==> src/hdl/pftc_pkg.sv <==
// Package for the pump and fan thermal controller.
// Holds the payload structs, register indexes and fixed override-word positions.
// It has no dependencies.
package pftc_pkg;

  typedef struct packed {
    logic signed [7:0] temperature;
    logic              temp_valid;
    logic [31:0]       override_bits;
  } pftc_in_t;

  typedef struct packed {
    logic       pump_relay;
    logic [7:0] pump_duty;
    logic       fan_relay;
  } pftc_out_t;

  typedef enum logic [2:0] {
    REG_PUMP_START = 3'd0,
    REG_PUMP_STOP  = 3'd1,
    REG_PUMP_FULL  = 3'd2,
    REG_FAN_START  = 3'd3,
    REG_FAN_STOP   = 3'd4,
    REG_PUMP_OVR   = 3'd5,
    REG_FAN_OVR    = 3'd6
  } pftc_reg_t;

  localparam int CFG_IDX_W  = 3;
  localparam int CFG_DATA_W = 8;

  // Fixed fields of the override word.
  localparam int STAGE_LSB   = 21;
  localparam int FAN_CMD_BIT = 18;

  typedef enum logic [1:0] {
    STAGE_OFF   = 2'd0,
    STAGE_ECO   = 2'd1,
    STAGE_BOOST = 2'd2,
    STAGE_SPARE = 2'd3
  } pftc_stage_t;

  localparam logic signed [7:0] RST_PUMP_START = 8'sd30;
  localparam logic signed [7:0] RST_PUMP_STOP  = 8'sd28;
  localparam logic signed [7:0] RST_PUMP_FULL  = 8'sd65;
  localparam logic signed [7:0] RST_FAN_START  = 8'sd45;
  localparam logic signed [7:0] RST_FAN_STOP   = 8'sd40;
  localparam logic [4:0]        RST_PUMP_OVR   = 5'd23;
  localparam logic [4:0]        RST_FAN_OVR    = 5'd17;

endpackage

==> src/hdl/pftc_div.sv <==
// Restoring divider for the pump duty ramp, one quotient bit per cycle.
// Depends on nothing but its parameter; the quotient must fit in DUTY_WIDTH bits.
module pftc_div #(
  parameter int DUTY_WIDTH = 8
) (
  input  logic                  clk,
  input  logic                  rst_n,
  input  logic                  start,
  input  logic [DUTY_WIDTH+7:0] dividend,
  input  logic [7:0]            divisor,
  output logic                  done,
  output logic [DUTY_WIDTH-1:0] quotient
);

  localparam int CW = $clog2(DUTY_WIDTH + 1);

  logic [7:0]            rem_r, rem_nxt;
  logic [DUTY_WIDTH-1:0] quo_r, quo_nxt;
  logic [7:0]            dvs_r;
  logic [CW-1:0]         cnt_r;
  logic                  busy_r;
  logic                  done_r;
  logic [8:0]            trial;
  logic [8:0]            diff;
  logic                  fits;

  // The upper bits of the dividend start out below the divisor, so the
  // partial remainder always stays in eight bits.
  always_comb begin
    trial   = {rem_r, quo_r[DUTY_WIDTH-1]};
    fits    = trial >= {1'b0, dvs_r};
    diff    = trial - {1'b0, dvs_r};
    rem_nxt = fits ? diff[7:0] : trial[7:0];
    quo_nxt = {quo_r[DUTY_WIDTH-2:0], fits};
  end

  always_ff @(posedge clk) begin
    if (!rst_n) begin
      busy_r <= 1'b0;
      done_r <= 1'b0;
      cnt_r  <= '0;
    end else begin
      done_r <= busy_r && (cnt_r == CW'(1));
      if (start) begin
        busy_r <= 1'b1;
        cnt_r  <= CW'(DUTY_WIDTH);
      end else if (busy_r) begin
        cnt_r <= cnt_r - CW'(1);
        if (cnt_r == CW'(1)) begin
          busy_r <= 1'b0;
        end
      end
    end
  end

  always_ff @(posedge clk) begin
    if (start) begin
      rem_r <= dividend[DUTY_WIDTH+7:DUTY_WIDTH];
      quo_r <= dividend[DUTY_WIDTH-1:0];
      dvs_r <= divisor;
    end else if (busy_r) begin
      rem_r <= rem_nxt;
      quo_r <= quo_nxt;
    end
  end

  assign done     = done_r;
  assign quotient = quo_r;

endmodule

==> src/hdl/pump_fan_thermal_controller_top.sv <==
// Top level of the pump and fan thermal controller: sequencer, hysteresis state,
// configuration registers and output register. Uses pftc_pkg and pftc_div.
//
//   Channel   Ports                          Direction  Carries
//   input     in_valid/in_ready/in_data      in         temperature, valid flag, override
//   result    out_valid/out_ready/out_data   out        pump relay, pump duty, fan relay
//   config    cfg_we/cfg_index/cfg_wdata     in         threshold and override-bit writes
//
// An item is taken in idle and evaluated in the evaluation state. When the pump
// duty lies on the ramp, the divider then runs its loop and raises its registered
// done flag, and the output state then loads the output register once it is free;
// any other item goes from evaluation straight to the output state. The divider
// loop makes the ramp path the longer one.
// Reset is synchronous and active low; it restores the register defaults and clears
// both relay states. A result that waits on out_ready does not stop the next transfer
// in; the sequencer only holds its own result until the output register is free.
module pump_fan_thermal_controller_top #(
  parameter int DUTY_WIDTH = 8
) (
  input  logic                                  clk,
  input  logic                                  rst_n,
  input  logic                                  in_valid,
  output logic                                  in_ready,
  input  pftc_pkg::pftc_in_t                    in_data,
  output logic                                  out_valid,
  input  logic                                  out_ready,
  output pftc_pkg::pftc_out_t                   out_data,
  input  logic                                  cfg_we,
  input  logic [pftc_pkg::CFG_IDX_W-1:0]        cfg_index,
  input  logic [pftc_pkg::CFG_DATA_W-1:0]       cfg_wdata
);

  import pftc_pkg::*;

  localparam int PW = DUTY_WIDTH + 8;
  // Duty levels follow from the full-scale value of the duty counter.
  localparam logic [DUTY_WIDTH-1:0] FULL_DUTY  = {DUTY_WIDTH{1'b1}};
  localparam logic [DUTY_WIDTH-1:0] ECO_DUTY   = DUTY_WIDTH'(((1 << DUTY_WIDTH) - 1) / 5);
  localparam logic [DUTY_WIDTH-1:0] BOOST_DUTY =
    DUTY_WIDTH'((((1 << DUTY_WIDTH) - 1) * 4) / 5);
  localparam logic [DUTY_WIDTH-1:0] RAMP_GAIN  = FULL_DUTY - ECO_DUTY;

  typedef enum logic [3:0] {
    S_IDLE = 4'b0001,
    S_EVAL = 4'b0010,
    S_DIV  = 4'b0100,
    S_OUT  = 4'b1000
  } state_t;

  state_t state_r, state_nxt;

  // Configuration registers.
  logic signed [7:0] pump_start_r, pump_stop_r, pump_full_r;
  logic signed [7:0] fan_start_r, fan_stop_r;
  logic [4:0]        pump_ovr_r, fan_ovr_r;

  // Relay hysteresis state kept between items.
  logic pump_on_r, pump_on_nxt;
  logic fan_on_r, fan_on_nxt;

  // Captured item and working result.
  logic signed [7:0]     temp_r;
  logic                  tvalid_r;
  logic [31:0]           ovr_r;
  logic                  prelay_r, prelay_nxt;
  logic                  frelay_r, frelay_nxt;
  logic [DUTY_WIDTH-1:0] duty_r, duty_nxt;

  pftc_out_t out_data_r;
  logic      out_valid_r;

  logic                  need_div;
  logic [8:0]            num_ext, span_ext;
  logic [PW-1:0]         product;
  logic                  div_done;
  logic [DUTY_WIDTH-1:0] div_quo;
  logic                  out_load;
  pftc_stage_t           stage;

  assign in_ready = (state_r == S_IDLE);
  assign out_load = (state_r == S_OUT) && (!out_valid_r || out_ready);

  // Ramp operands; both are positive and below 256 whenever the ramp is used.
  assign num_ext  = {temp_r[7], temp_r} - {pump_start_r[7], pump_start_r};
  assign span_ext = {pump_full_r[7], pump_full_r} - {pump_start_r[7], pump_start_r};
  assign product  = {{DUTY_WIDTH{1'b0}}, num_ext[7:0]} * {8'b0, RAMP_GAIN};
  assign stage    = pftc_stage_t'(ovr_r[STAGE_LSB +: 2]);

  // Evaluation of one item. Manual overrides leave the relay states alone; an
  // untrustworthy sample drops both relays in automatic mode. The start test
  // wins over the stop test when the thresholds overlap.
  always_comb begin
    pump_on_nxt = pump_on_r;
    fan_on_nxt  = fan_on_r;
    prelay_nxt  = 1'b0;
    frelay_nxt  = 1'b0;
    duty_nxt    = '0;
    need_div    = 1'b0;

    if (ovr_r[pump_ovr_r]) begin
      unique case (stage)
        STAGE_ECO: begin
          prelay_nxt = 1'b1;
          duty_nxt   = ECO_DUTY;
        end
        STAGE_BOOST: begin
          prelay_nxt = 1'b1;
          duty_nxt   = BOOST_DUTY;
        end
        default: begin
          prelay_nxt = 1'b0;
          duty_nxt   = '0;
        end
      endcase
    end else if (!tvalid_r) begin
      pump_on_nxt = 1'b0;
    end else begin
      if (temp_r >= pump_start_r) begin
        pump_on_nxt = 1'b1;
      end else if (temp_r <= pump_stop_r) begin
        pump_on_nxt = 1'b0;
      end
      prelay_nxt = pump_on_nxt;
      priority if (!pump_on_nxt) begin
        duty_nxt = '0;
      end else if (temp_r <= pump_start_r) begin
        duty_nxt = ECO_DUTY;
      end else if (temp_r >= pump_full_r) begin
        duty_nxt = FULL_DUTY;
      end else begin
        need_div = 1'b1;
      end
    end

    if (ovr_r[fan_ovr_r]) begin
      frelay_nxt = ovr_r[FAN_CMD_BIT];
    end else begin
      priority if (!tvalid_r) begin
        fan_on_nxt = 1'b0;
      end else if (temp_r >= fan_start_r) begin
        fan_on_nxt = 1'b1;
      end else if (temp_r <= fan_stop_r) begin
        fan_on_nxt = 1'b0;
      end else begin
        fan_on_nxt = fan_on_r;
      end
      frelay_nxt = fan_on_nxt;
    end
  end

  always_comb begin
    state_nxt = state_r;
    unique case (state_r)
      S_IDLE: if (in_valid) state_nxt = S_EVAL;
      S_EVAL: state_nxt = need_div ? S_DIV : S_OUT;
      S_DIV:  if (div_done) state_nxt = S_OUT;
      S_OUT:  if (out_load) state_nxt = S_IDLE;
      default: state_nxt = S_IDLE;
    endcase
  end

  pftc_div #(
    .DUTY_WIDTH(DUTY_WIDTH)
  ) u_div (
    .clk      (clk),
    .rst_n    (rst_n),
    .start    ((state_r == S_EVAL) && need_div),
    .dividend (product),
    .divisor  (span_ext[7:0]),
    .done     (div_done),
    .quotient (div_quo)
  );

  // Control state, configuration and relay state.
  always_ff @(posedge clk) begin
    if (!rst_n) begin
      state_r      <= S_IDLE;
      pump_start_r <= RST_PUMP_START;
      pump_stop_r  <= RST_PUMP_STOP;
      pump_full_r  <= RST_PUMP_FULL;
      fan_start_r  <= RST_FAN_START;
      fan_stop_r   <= RST_FAN_STOP;
      pump_ovr_r   <= RST_PUMP_OVR;
      fan_ovr_r    <= RST_FAN_OVR;
      pump_on_r    <= 1'b0;
      fan_on_r     <= 1'b0;
      out_valid_r  <= 1'b0;
    end else begin
      state_r <= state_nxt;
      if (cfg_we) begin
        unique case (pftc_reg_t'(cfg_index))
          REG_PUMP_START: pump_start_r <= cfg_wdata;
          REG_PUMP_STOP:  pump_stop_r  <= cfg_wdata;
          REG_PUMP_FULL:  pump_full_r  <= cfg_wdata;
          REG_FAN_START:  fan_start_r  <= cfg_wdata;
          REG_FAN_STOP:   fan_stop_r   <= cfg_wdata;
          REG_PUMP_OVR:   pump_ovr_r   <= cfg_wdata[4:0];
          REG_FAN_OVR:    fan_ovr_r    <= cfg_wdata[4:0];
          default: ;
        endcase
      end
      if (state_r == S_EVAL) begin
        pump_on_r <= pump_on_nxt;
        fan_on_r  <= fan_on_nxt;
      end
      if (out_load) begin
        out_valid_r <= 1'b1;
      end else if (out_ready) begin
        out_valid_r <= 1'b0;
      end
    end
  end

  // Payload registers.
  always_ff @(posedge clk) begin
    if (in_valid && in_ready) begin
      temp_r   <= in_data.temperature;
      tvalid_r <= in_data.temp_valid;
      ovr_r    <= in_data.override_bits;
    end
    if (state_r == S_EVAL) begin
      prelay_r <= prelay_nxt;
      frelay_r <= frelay_nxt;
      duty_r   <= duty_nxt;
    end else if ((state_r == S_DIV) && div_done) begin
      duty_r <= ECO_DUTY + div_quo;
    end
    if (out_load) begin
      out_data_r.pump_relay <= prelay_r;
      out_data_r.pump_duty  <= duty_r[7:0];
      out_data_r.fan_relay  <= frelay_r;
    end
  end

  assign out_valid = out_valid_r;
  assign out_data  = out_data_r;

endmodule

==> config.mk <==
export PLATFORM = sky130hd
export DESIGN_NAME = pump_fan_thermal_controller_top
export DESIGN_NICKNAME = d
export VERILOG_FILES = /design/src/hdl/pftc_pkg.sv /design/src/hdl/pftc_div.sv /design/src/hdl/pump_fan_thermal_controller_top.sv
export SDC_FILE = /design/constraint.sdc
export NUM_CORES = 1
export LEC_CHECK = 0
export ABC_AREA = 1
export BUFFER_PORTS_ARGS = -buffer_cell sky130_fd_sc_hd__buf_2
export CAP_MARGIN = 20
export CELL_PAD_IN_SITES_DETAIL_PLACEMENT = 0
export CELL_PAD_IN_SITES_GLOBAL_PLACEMENT = 1
export CORE_MARGIN = 1.5
export CORE_UTILIZATION = 46
export CTS_CLUSTER_DIAMETER = 80
export DETAILED_ROUTE_END_ITERATION = 16
export PLACE_DENSITY_LB_ADDON = 0.1
export SYNTH_ARGS = -nofsm -noshare
export SYNTH_HDL_FRONTEND = slang
export SYNTH_SLANG_ARGS = --single-unit
==> constraint.sdc <==
create_clock -name clk -period 6 [get_ports clk]
set_input_delay 1.2 -clock clk [delete_from_list [all_inputs] [get_ports clk]]
set_output_delay 1.2 -clock clk [all_outputs]
set_load 0.02 [all_outputs]
Word level (Yosys, flattened, before mapping)
Cells that the tools add are included.
- mux-type cells: 45
- equality and inequality tests: 16
- bitwise logic cells: 3
- reductions and logical operators: 23
- magnitude comparators: 9
- add/sub/neg operators: 5
- $mul: 1
- operator list (kind ; number):
    2-to-1 mux 8 bit ; 12
    greater-or-equal comparator 8 bit ; 3
    less-or-equal comparator 8 bit ; 3
    2-to-1 mux 4 bit ; 6
    subtractor 8 bit ; 3
    2-to-1 mux 1 bit ; 23
    AND reduction 2 bit ; 9
    one-hot mux 4 bit (4 select lines) ; 1
    one-hot mux 8 bit (2 select lines) ; 1
    multiplier 8 x 6 -> 14 bit, second input constant ; 1
    less-than comparator 5 x 6 -> 1 bit, second input constant ; 2
    binary-select mux 1 bit (select 5 bit) ; 2
    equality test 3 bit, second input constant ; 3
    greater-or-equal comparator 9 x 8 -> 1 bit ; 1
    adder 6 x 8 -> 8 bit, first input constant ; 1
    equality test 4 x 1 -> 1 bit, second input constant ; 2
    equality test 3 x 2 -> 1 bit, second input constant ; 2
    nonzero test 2 bit ; 3
    logical AND 1 bit ; 5
    equality test 4 x 2 -> 1 bit, second input constant ; 1
    equality test 4 x 3 -> 1 bit, second input constant ; 1
    equality test 4 bit, second input constant ; 1
    inequality test 2 bit, second input constant ; 2
    OR reduction 2 bit ; 2
    other kinds (10) ; 12
- bits of input ports: 57
- logic and storage cells: 130
- output and inout port bits: 12
- register bits: 148

Depth between registers and ports, before layout
Gate-level depths: netlist of the first run.
- depth in word-level cells: 10
- depth in mapped cells: 25
- depth with buffers taken out: 25

Modules after synthesis
A second synthesis of the first run with hierarchy kept.
- cell total of the unflattened synthesis: 1078
- area, all modules: 9054.9 µm²
- modules (own cells, without submodules) (module ; instances ; area an instance (µm²) ; cells each ; sequential area each (µm²)):
    pump_fan_thermal_controller_top ; 1 ; 7274.5 ; 864 ; 2972.9
    pftc_div ; 1 ; 1780.5 ; 214 ; 840.8

Least setup slack after synthesis of the first run
OpenSTA, ideal clock, no wires.
- path kind: register -> register
- start: register temp_r[0]
- end: register u_div.rem_r[5] (data pin)
- data arrival time: 4191 ps
- required time: 5738 ps
- setup time: 262 ps
- path slack: 1547 ps
- cell stages (with the launch flop): 24
- buffers on the path: 0
- clock period less this slack: 4453 ps
- cell sequence: edfxtp_1 inv_1 ha_1 inv_1 fa_1 nand3_1 nand2_2 a31o_2 xnor2_1 inv_1 ha_1 inv_1 fa_1 fa_1 inv_1 ha_1 inv_1 o31ai_1 nand3_1 nand2_1 nand2_1 nand2_1 xor2_1 o21ai_0
- cells in the longest elaborated chain, start to end: 10
- elaborated cells on any way between the ends: 17
- those cells by class: add/sub: 1; mul: 1; order compare: 4; mux: 10; reduce/logical: 1
- RTL lines (item ; line ; source):
    start, declared ; pump_fan_thermal_controller_top.sv:62 ; logic signed [7:0] temp_r;
    start signal, assigned ; pump_fan_thermal_controller_top.sv:217 ; temp_r <= in_data.temperature;
    parallel branches: the longest is 9 deep, another holds multiplier 8 x 6 -> 14 bit ; -- ;
    2-to-1 mux 8 bit (*) ; pftc_div.sv:57 ; if (start) begin
    end signal, assigned ; pftc_div.sv:58 ; rem_r <= dividend[DUTY_WIDTH+7:DUTY_WIDTH];
    end signal, assigned ; pftc_div.sv:62 ; rem_r <= rem_nxt;
    end, declared ; pftc_div.sv:17 ; logic [7:0] rem_r, rem_nxt;
Mark *: on every way between the ends. The select of a mux whose other input is x is not followed.
A chain may end at the register's enable or synchronous reset.

Worst setup path in the final report of the first run
- start: register temp_r[2]
- end: register u_div.rem_r[4] (data pin)
The elaborated chain is that of the path after synthesis.

==> results of run 1 <==
cell usage after synthesis (all sizes together), types with 9 or more instances:
| master | number | area, sq um |
|---|---|---|
| a21oi | 82 | 429 |
| buf | 12 | 100 |
| clkbuf | 9 | 33.8 |
| dfxtp | 65 | 1300 |
| edfxtp | 83 | 2490 |
| fa | 11 | 220 |
| ha | 91 | 1140 |
| inv | 160 | 606 |
| nand2 | 250 | 968 |
| nand3 | 75 | 418 |
| nor2 | 53 | 209 |
| nor3 | 12 | 60.1 |
| o211ai | 19 | 143 |
| o21ai | 66 | 353 |
| xnor2 | 11 | 96.3 |
| xor2 | 19 | 166 |
placed cells by master, fill, tap and decap left out, types with 3 or more instances in the layout:
| cell | n |
|---|---|
| sky130_fd_sc_hd__nand2_1 | 240 |
| sky130_fd_sc_hd__a21o_1 | 4 |
| sky130_fd_sc_hd__edfxtp_1 | 83 |
| sky130_fd_sc_hd__a21oi_1 | 77 |
| sky130_fd_sc_hd__dfxtp_1 | 65 |
| sky130_fd_sc_hd__xor2_1 | 19 |
| sky130_fd_sc_hd__nand3_1 | 68 |
| sky130_fd_sc_hd__nand4_1 | 6 |
| sky130_fd_sc_hd__o21ai_0 | 59 |
| sky130_fd_sc_hd__nand3_2 | 6 |
| sky130_fd_sc_hd__fa_1 | 11 |
| sky130_fd_sc_hd__nand2_2 | 9 |
| sky130_fd_sc_hd__o211ai_1 | 19 |
| sky130_fd_sc_hd__inv_1 | 157 |
| sky130_fd_sc_hd__nor2_1 | 50 |
| sky130_fd_sc_hd__ha_1 | 91 |
| sky130_fd_sc_hd__inv_6 | 6 |
| sky130_fd_sc_hd__buf_2 | 69 |
| sky130_fd_sc_hd__nor3_1 | 11 |
| sky130_fd_sc_hd__xnor2_1 | 11 |
| sky130_fd_sc_hd__clkbuf_16 | 17 |
| sky130_fd_sc_hd__a21oi_2 | 5 |
| sky130_fd_sc_hd__o21ai_2 | 6 |
| sky130_fd_sc_hd__inv_8 | 3 |
routing by layer:
| metal | up-vias | global-route usage | wire length (um) |
|---|---|---|---|
| met5 | - | 0 | 0 |
| met4 | 0 | 0.0602 | 289 |
| met3 | 14 | 0.0345 | 614 |
| met2 | 108 | 0.352 | 9510 |
| met1 | 3094 | 0.283 | 9790 |
| li1 | 3631 | - | - |
state kept, by name, indices dropped and copies added, names as in the netlist, 4 cells and up:
name and flops:
ovr_r 32, out_data 10, duty_r 8, fan_start_r 8, fan_stop_r 8, pump_full_r 8, pump_start_r 8, pump_stop_r 8
temp_r 8, u_div.dvs_r 8, u_div.quotient 8, u_div.rem_r 8, fan_ovr_r 5, pump_ovr_r 5, state_r 4, u_div.cnt_r 4
stage by stage:
stage	total power, mW	worst slack [ps]	utilization	hold slack (ps)	cell area, sq um
final	3.51	1140	0.537	418	10200
after global routing	3.77	756	0.537	430	10200
after CTS	3.56	1130	0.537	422	10100
after detailed placement	2.45	1140	0.505	405	9540
after global placement	2.43	1250	0.504	401	9520
after floorplan	2.16	1550	-	400	8970
how the worst max path moves through the flow:
stage,slack (ps),start,to,cells past startpoint
after floorplan,1550,temp_r[0]$_DFFE_PP_,u_div.rem_r[5]$_DFFE_PP_,23
after global placement,1250,temp_r[2]$_DFFE_PP_,u_div.rem_r[4]$_DFFE_PP_,23
after detailed placement,1140,temp_r[0]$_DFFE_PP_,u_div.rem_r[5]$_DFFE_PP_,23
after CTS,1130,temp_r[0]$_DFFE_PP_,u_div.rem_r[5]$_DFFE_PP_,23
after global routing,760,temp_r[2]$_DFFE_PP_,u_div.rem_r[4]$_DFFE_PP_,23
final,1140,temp_r[2]$_DFFE_PP_,u_div.rem_r[4]$_DFFE_PP_,23
kinds of logic (layout without fill, tap and decap cells):
group | count (synthesis) | count (layout) | share of synthesized area
and+or+nand+nor | 403 | 403 | 0.196
xor gates and xnor gates | 30 | 30 | 0.0293
DFF | 148 | 148 | 0.423
buffers and inverters | 184 | 266 | 0.0839
AOI/OAI and AO/OA | 183 | 183 | 0.117
adders and majority gates | 102 | 102 | 0.152
power by group through the flow:
stage          clock network (mW)  registers (mW)  logic, mW
5_1_grt                      1.16            1.19       1.42
3_3_place_gp                    0            1.21       1.22
2_1_floorplan                   0            1.19      0.962
4_1_cts                      1.12            1.19       1.25
6_report                     1.10            1.19       1.23
3_5_place_dp                    0            1.21       1.24
worst max-delay path: cells and delay by family, from the launching register on:
family                   cells  cell delay, ps
adder cells (fa/ha/maj)      5            2100
AO/OA/AOI/OAI                9            1300
flip-flops                   1             490
AND/OR/NAND/NOR              5             390
XOR/XNOR                     1             170
buffers and inverters        3             160
cell type report:
type	instances	area, sq um
clock inverters	15	184
flip-flops and latches	148	3790
multi-input cells	718	4430
well taps	260	325
repair buffers	71	373
clock buffers	17	425
fillers	1770	8740
inverters	163	618
==> impl_metrics.toml, run 1 <==
[run_status]
run_status = "complete, no violations"

[sta]
final_min_period_over_clock_period = 0.810
unrepaired_setup_endpoints_after_global_routing = "false"
timing.setup.tns_ps = 0
report.final.setup_viol = 0
maxSlewViolCount = 0
tightest_slew_ps = 905
final.setup_skew_ps = 9.43
fmax_mhz = 206
timing.final.hold_violations = 0
final_period_minus_worst_setup_slack_ps = 4860
timing.slew.headroom = 0.396

[power_and_ir_drop]
power_switching_mw = 1.26
power.density_cell_area_nw_per_um2 = 346
sequentialPowerShare = 0.338
power_frac_clock = 0.312
leakage_nw = 4.68
power.internal_mw = 2.26
power.ir.vdd_worst_mv = 0.211
combinationalPowerShare = 0.350
power.switching_fraction = 0.358

[min_path]
whs_endpoint = "out_data[4]$_DFFE_PP_"
cells_on_worst_hold_path = 0
worst_hold_startpoint = "duty_r[3]$_DFFE_PP_"
hold_path_class = "reg2reg"

[synth]
post_synth_inst_count = 1050
netlist-cell-type-count = 47
synth_seq_cells = 148
synth-async-reset-ratio = 0
synth-seq-area-share = 0.423
syn-cell-area_sq_um = 8970
yosys_warnings = 0
number_of_enable_type_register_cells_in_the_synthesized_netlist = 83
synth_flop_cell = "sky130_fd_sc_hd__edfxtp_1"
syn_nets = 1209
syn_avg_cell_area_sq_um = 8.54

[die]
io_pins = 69
placement_rows = 50
floorplan.initialDensity = 0.475
design.core.area_sq_um = 18900
die_w_um = 143
total_die_area_sq_um = 20300
dieHeight_um = 143

[drt]
drt_first_iter_violations = 315
avgRoutedWirePerCell_um = 14.5
detail_route.wirelength_um = 20200
drt_first_pass_iters = 5
detail_route.drc_violations = 0
vias = 6847
drt.antenna.violating_nets = 0
route.detailed.vias_per_inst = 4.92

[finish]
finalNetCount = 1278
drive_gt1_frac = 0.126
post_layout_nonfiller_instances = 1392
area_delta_synth_final_pct = 13.2
antennaDiodeCount = 0

[global_routing]
grt_max_degree = 53
antenna_violations_before_repair = 0
grt_pass1_vias = 6448
grt_overflow_total = 0
grt.total_usage = 0.211
global_route_wire_length_before_repair_um = 33000

[setup_path]
worstPathCellList = "ha_1 > a21oi_1 > o21ai_0 > nand2_1 > nand2_1 > a21oi_1 > o21ai_0 > a21oi_1 > inv_1 > nand2_1 > nand2_1 > ha_1 > fa_1 > inv_1 > fa_1 > inv_1 > ha_1 > a21oi_1 > nand2_1 > a21oi_1 > o21bai_1 > xor2_1 > o21ai_2"
start_kind = "flip-flop"
critical-path-slowest-cell = "sky130_fd_sc_hd__fa_1"
worst_r2r_path_depth = 23
worst-endpoint-arrival_ps = 5030
worst_path_largest_cell_delay_ps = 500
regToRegSetupSlack_ps = 1140
critical_path.reg2reg.endpoint = "u_div.rem_r[4]$_DFFE_PP_"
setup.worst_path.class = "reg2reg"
endpoint_required_time_on_the_critical_path_ps = 6170
critical_path.reg2reg.startpoint = "temp_r[2]$_DFFE_PP_"
cp_capture_type = "flip-flop"
critical_path_peak_fanout = 6

[clocking]
post_cts_buffers = 0
cts.sinks = 148
clk_pin_slew_ps = 70
ctsHtreeMaxLevel = 4
post_cts_resized = 0
root_buffer = "sky130_fd_sc_hd__clkbuf_16"
clk_latency_ps = 430
tritoncts_clock_tree = "built"
cts-buffers-inserted = 17
max-clock-path-buffers = 2
cts_hold_repair.buffers = 0

[place]
placed_cells = 1359
gpl.final_weighted_congestion = 0.884
place_hpwl_um = 15700
placement.io_buffers = 68

[job]
max_cap_violations = 0
(Power assumes the default switching activity.)
==> inputs of run 2 (changes only) <==
- clock period: 6 -> 5.1 ns (I/O delays scaled with it)
==> impl_metrics.toml, run 2 (synthesis results as in run 1) <==
[power_and_ir_drop]
finalPower_mw = 4.15
leakage_nw = 4.69
power.ir.vdd_worst_mv = 0.248
power.density_cell_area_nw_per_um2 = 407

[place]
placed_cells = 1361
place_hpwl_um = 15700
placedInstanceArea_sq_um = 9550
post_placement_worst_setup_slack_ps = 249
placement.io_buffers = 68
gpl.final_weighted_congestion = 0.855

[die]
die_w_um = 143
floorplan.initialDensity = 0.475
total_die_area_sq_um = 20300
placement_rows = 50
design.core.area_sq_um = 18900
dieHeight_um = 143
io_pins = 69

[clocking]
clk_pin_slew_ps = 70
ctsHtreeMaxLevel = 4
root_buffer = "sky130_fd_sc_hd__clkbuf_16"
cts_hold_repair.buffers = 0
clk_latency_ps = 430
max-clock-path-buffers = 2
cts-buffers-inserted = 17
cts.sinks = 148
tritoncts_clock_tree = "built"

[setup_path]
buf_inv_on_cp = 3
critical-path-slowest-cell = "sky130_fd_sc_hd__fa_1"
critical-path-top-cell-by-count = "sky130_fd_sc_hd__nand2_1"
endpoint_required_time_on_the_critical_path_ps = 5270
critPathTopFamily = "adder cells"
cp_capture_type = "flip-flop"
critical_path_peak_fanout = 6
worst_r2r_path_depth = 23
worst_path_largest_cell_delay_ps = 490
cp_num_cells = 23
worst-endpoint-arrival_ps = 4940
worstPathCellList = "ha_1 > a21oi_1 > o21ai_0 > nand2_1 > nand2_1 > a21oi_2 > o21ai_0 > a21oi_1 > inv_1 > nand2_1 > nand2_1 > ha_1 > fa_1 > inv_1 > fa_1 > inv_1 > ha_1 > a21oi_1 > nand2_1 > a21oi_1 > o21bai_1 > xor2_1 > o21ai_2"
start_kind = "flip-flop"
setup.worst_path.class = "reg2reg"

[finish]
layout.cells.most_common_list = "sky130_fd_sc_hd__nand2_1, sky130_fd_sc_hd__inv_1, sky130_fd_sc_hd__ha_1, sky130_fd_sc_hd__edfxtp_1, sky130_fd_sc_hd__a21oi_1"
antennaDiodeCount = 0
area_delta_synth_final_pct = 13.8
top_register = "ovr_r"
post_layout_nonfiller_instances = 1396
drive_gt1_frac = 0.132
layout.area.seq_sq_um = 3790
fillCellCount = 1787
area_occupied_by_multi_input_gates_sq_um = 4440
layout.cells.most_common = "sky130_fd_sc_hd__nand2_1"
finalNetCount = 1282
post-route-cell-area_sq_um = 10200
largest_reg_flops = 32

[sta]
timing.slew.headroom = 0.405
setup_slack_ps = 324
final_min_period_over_clock_period = 0.936
timing.final.hold_violations = 0
fmax_mhz = 209
report.final.setup_viol = 0
maxSlewViolCount = 0
timing.setup.tns_ps = 0
final_period_minus_worst_setup_slack_ps = 4780
tightest_slew_ps = 893
final.setup_skew_ps = 12.7

[drt]
drt.antenna.violating_nets = 0
detail_route.wirelength_um = 20500
drt_first_pass_iters = 6
drt_first_iter_violations = 254
vias = 6909
detail_route.drc_violations = 0
route.detailed.vias_per_inst = 4.95
avgRoutedWirePerCell_um = 14.7

[global_routing]
grt_max_degree = 53
antenna_violations_before_repair = 0
global_route_wire_length_before_repair_um = 33200
grt_pass1_vias = 6546
grt.total_usage = 0.213
grt_overflow_total = 0

[run_status]
run_status = "complete, no violations"

[min_path]
hold_path_class = "reg2reg"
cells_on_worst_hold_path = 0

[job]
max_cap_violations = 0
-- run 2: changes by cell type in the layout (fill, tap and decap cells not counted), sizes merged --
cell | before | now
buf | 71 | 74
clkinvlp | 1 | 4
inv | 168 | 166
bufinv | 2 | 1
clkbuf | 17 | 18
-- run 2: power by group --
group	switching [mW]	internal [mW]	total, mW	leakage (nW)
combinational	0.893	0.569	1.46	3.11
clock	0.584	0.705	1.29	0.287
sequential	0.0503	1.35	1.40	1.30
-- run 2: what timing repair did --
item,CTS,global route
endpoints found under the setup margin,0,4
gates resized for setup,0,3
setup buffers,0,2
-- run 2: area by class of cell --
class	instances	area share
Clock inverter	15	0.0186
Timing Repair Buffer	75	0.0397
Tap cell	260	0.0319
Multi-Input combinational cell	718	0.435
Inverter	163	0.0606
Clock buffer	17	0.0417
Sequential cell	148	0.372
-- run 2: through the flow --
step | hold slack (ps) | utilization
2_1_floorplan | 400 | -
3_3_place_gp | 400 | 0.505
3_5_place_dp | 405 | 0.506
4_1_cts | 421 | 0.538
5_1_grt | 428 | 0.540
6_report | 419 | 0.540
-- run 2: worst paths after layout --
check,start,endpoint,slack [ps]
max,temp_r[2]$_DFFE_PP_,u_div.rem_r[4]$_DFFE_PP_,320
min,duty_r[7]$_DFFE_PP_,out_data[8]$_DFFE_PP_,420
max reg2reg,temp_r[2]$_DFFE_PP_,u_div.rem_r[4]$_DFFE_PP_,320
min reg2reg,duty_r[7]$_DFFE_PP_,out_data[8]$_DFFE_PP_,420
-- run 2: routing by layer --
metal,wire [um],up-vias,share of wire,GRT usage
li1,-,3637,-,-
met1,9740,3136,0.48,0.286
met2,9840,121,0.48,0.358
met3,730,15,0.036,0.0345
met4,178,0,0.0087,0.0510
met5,0,-,0,0
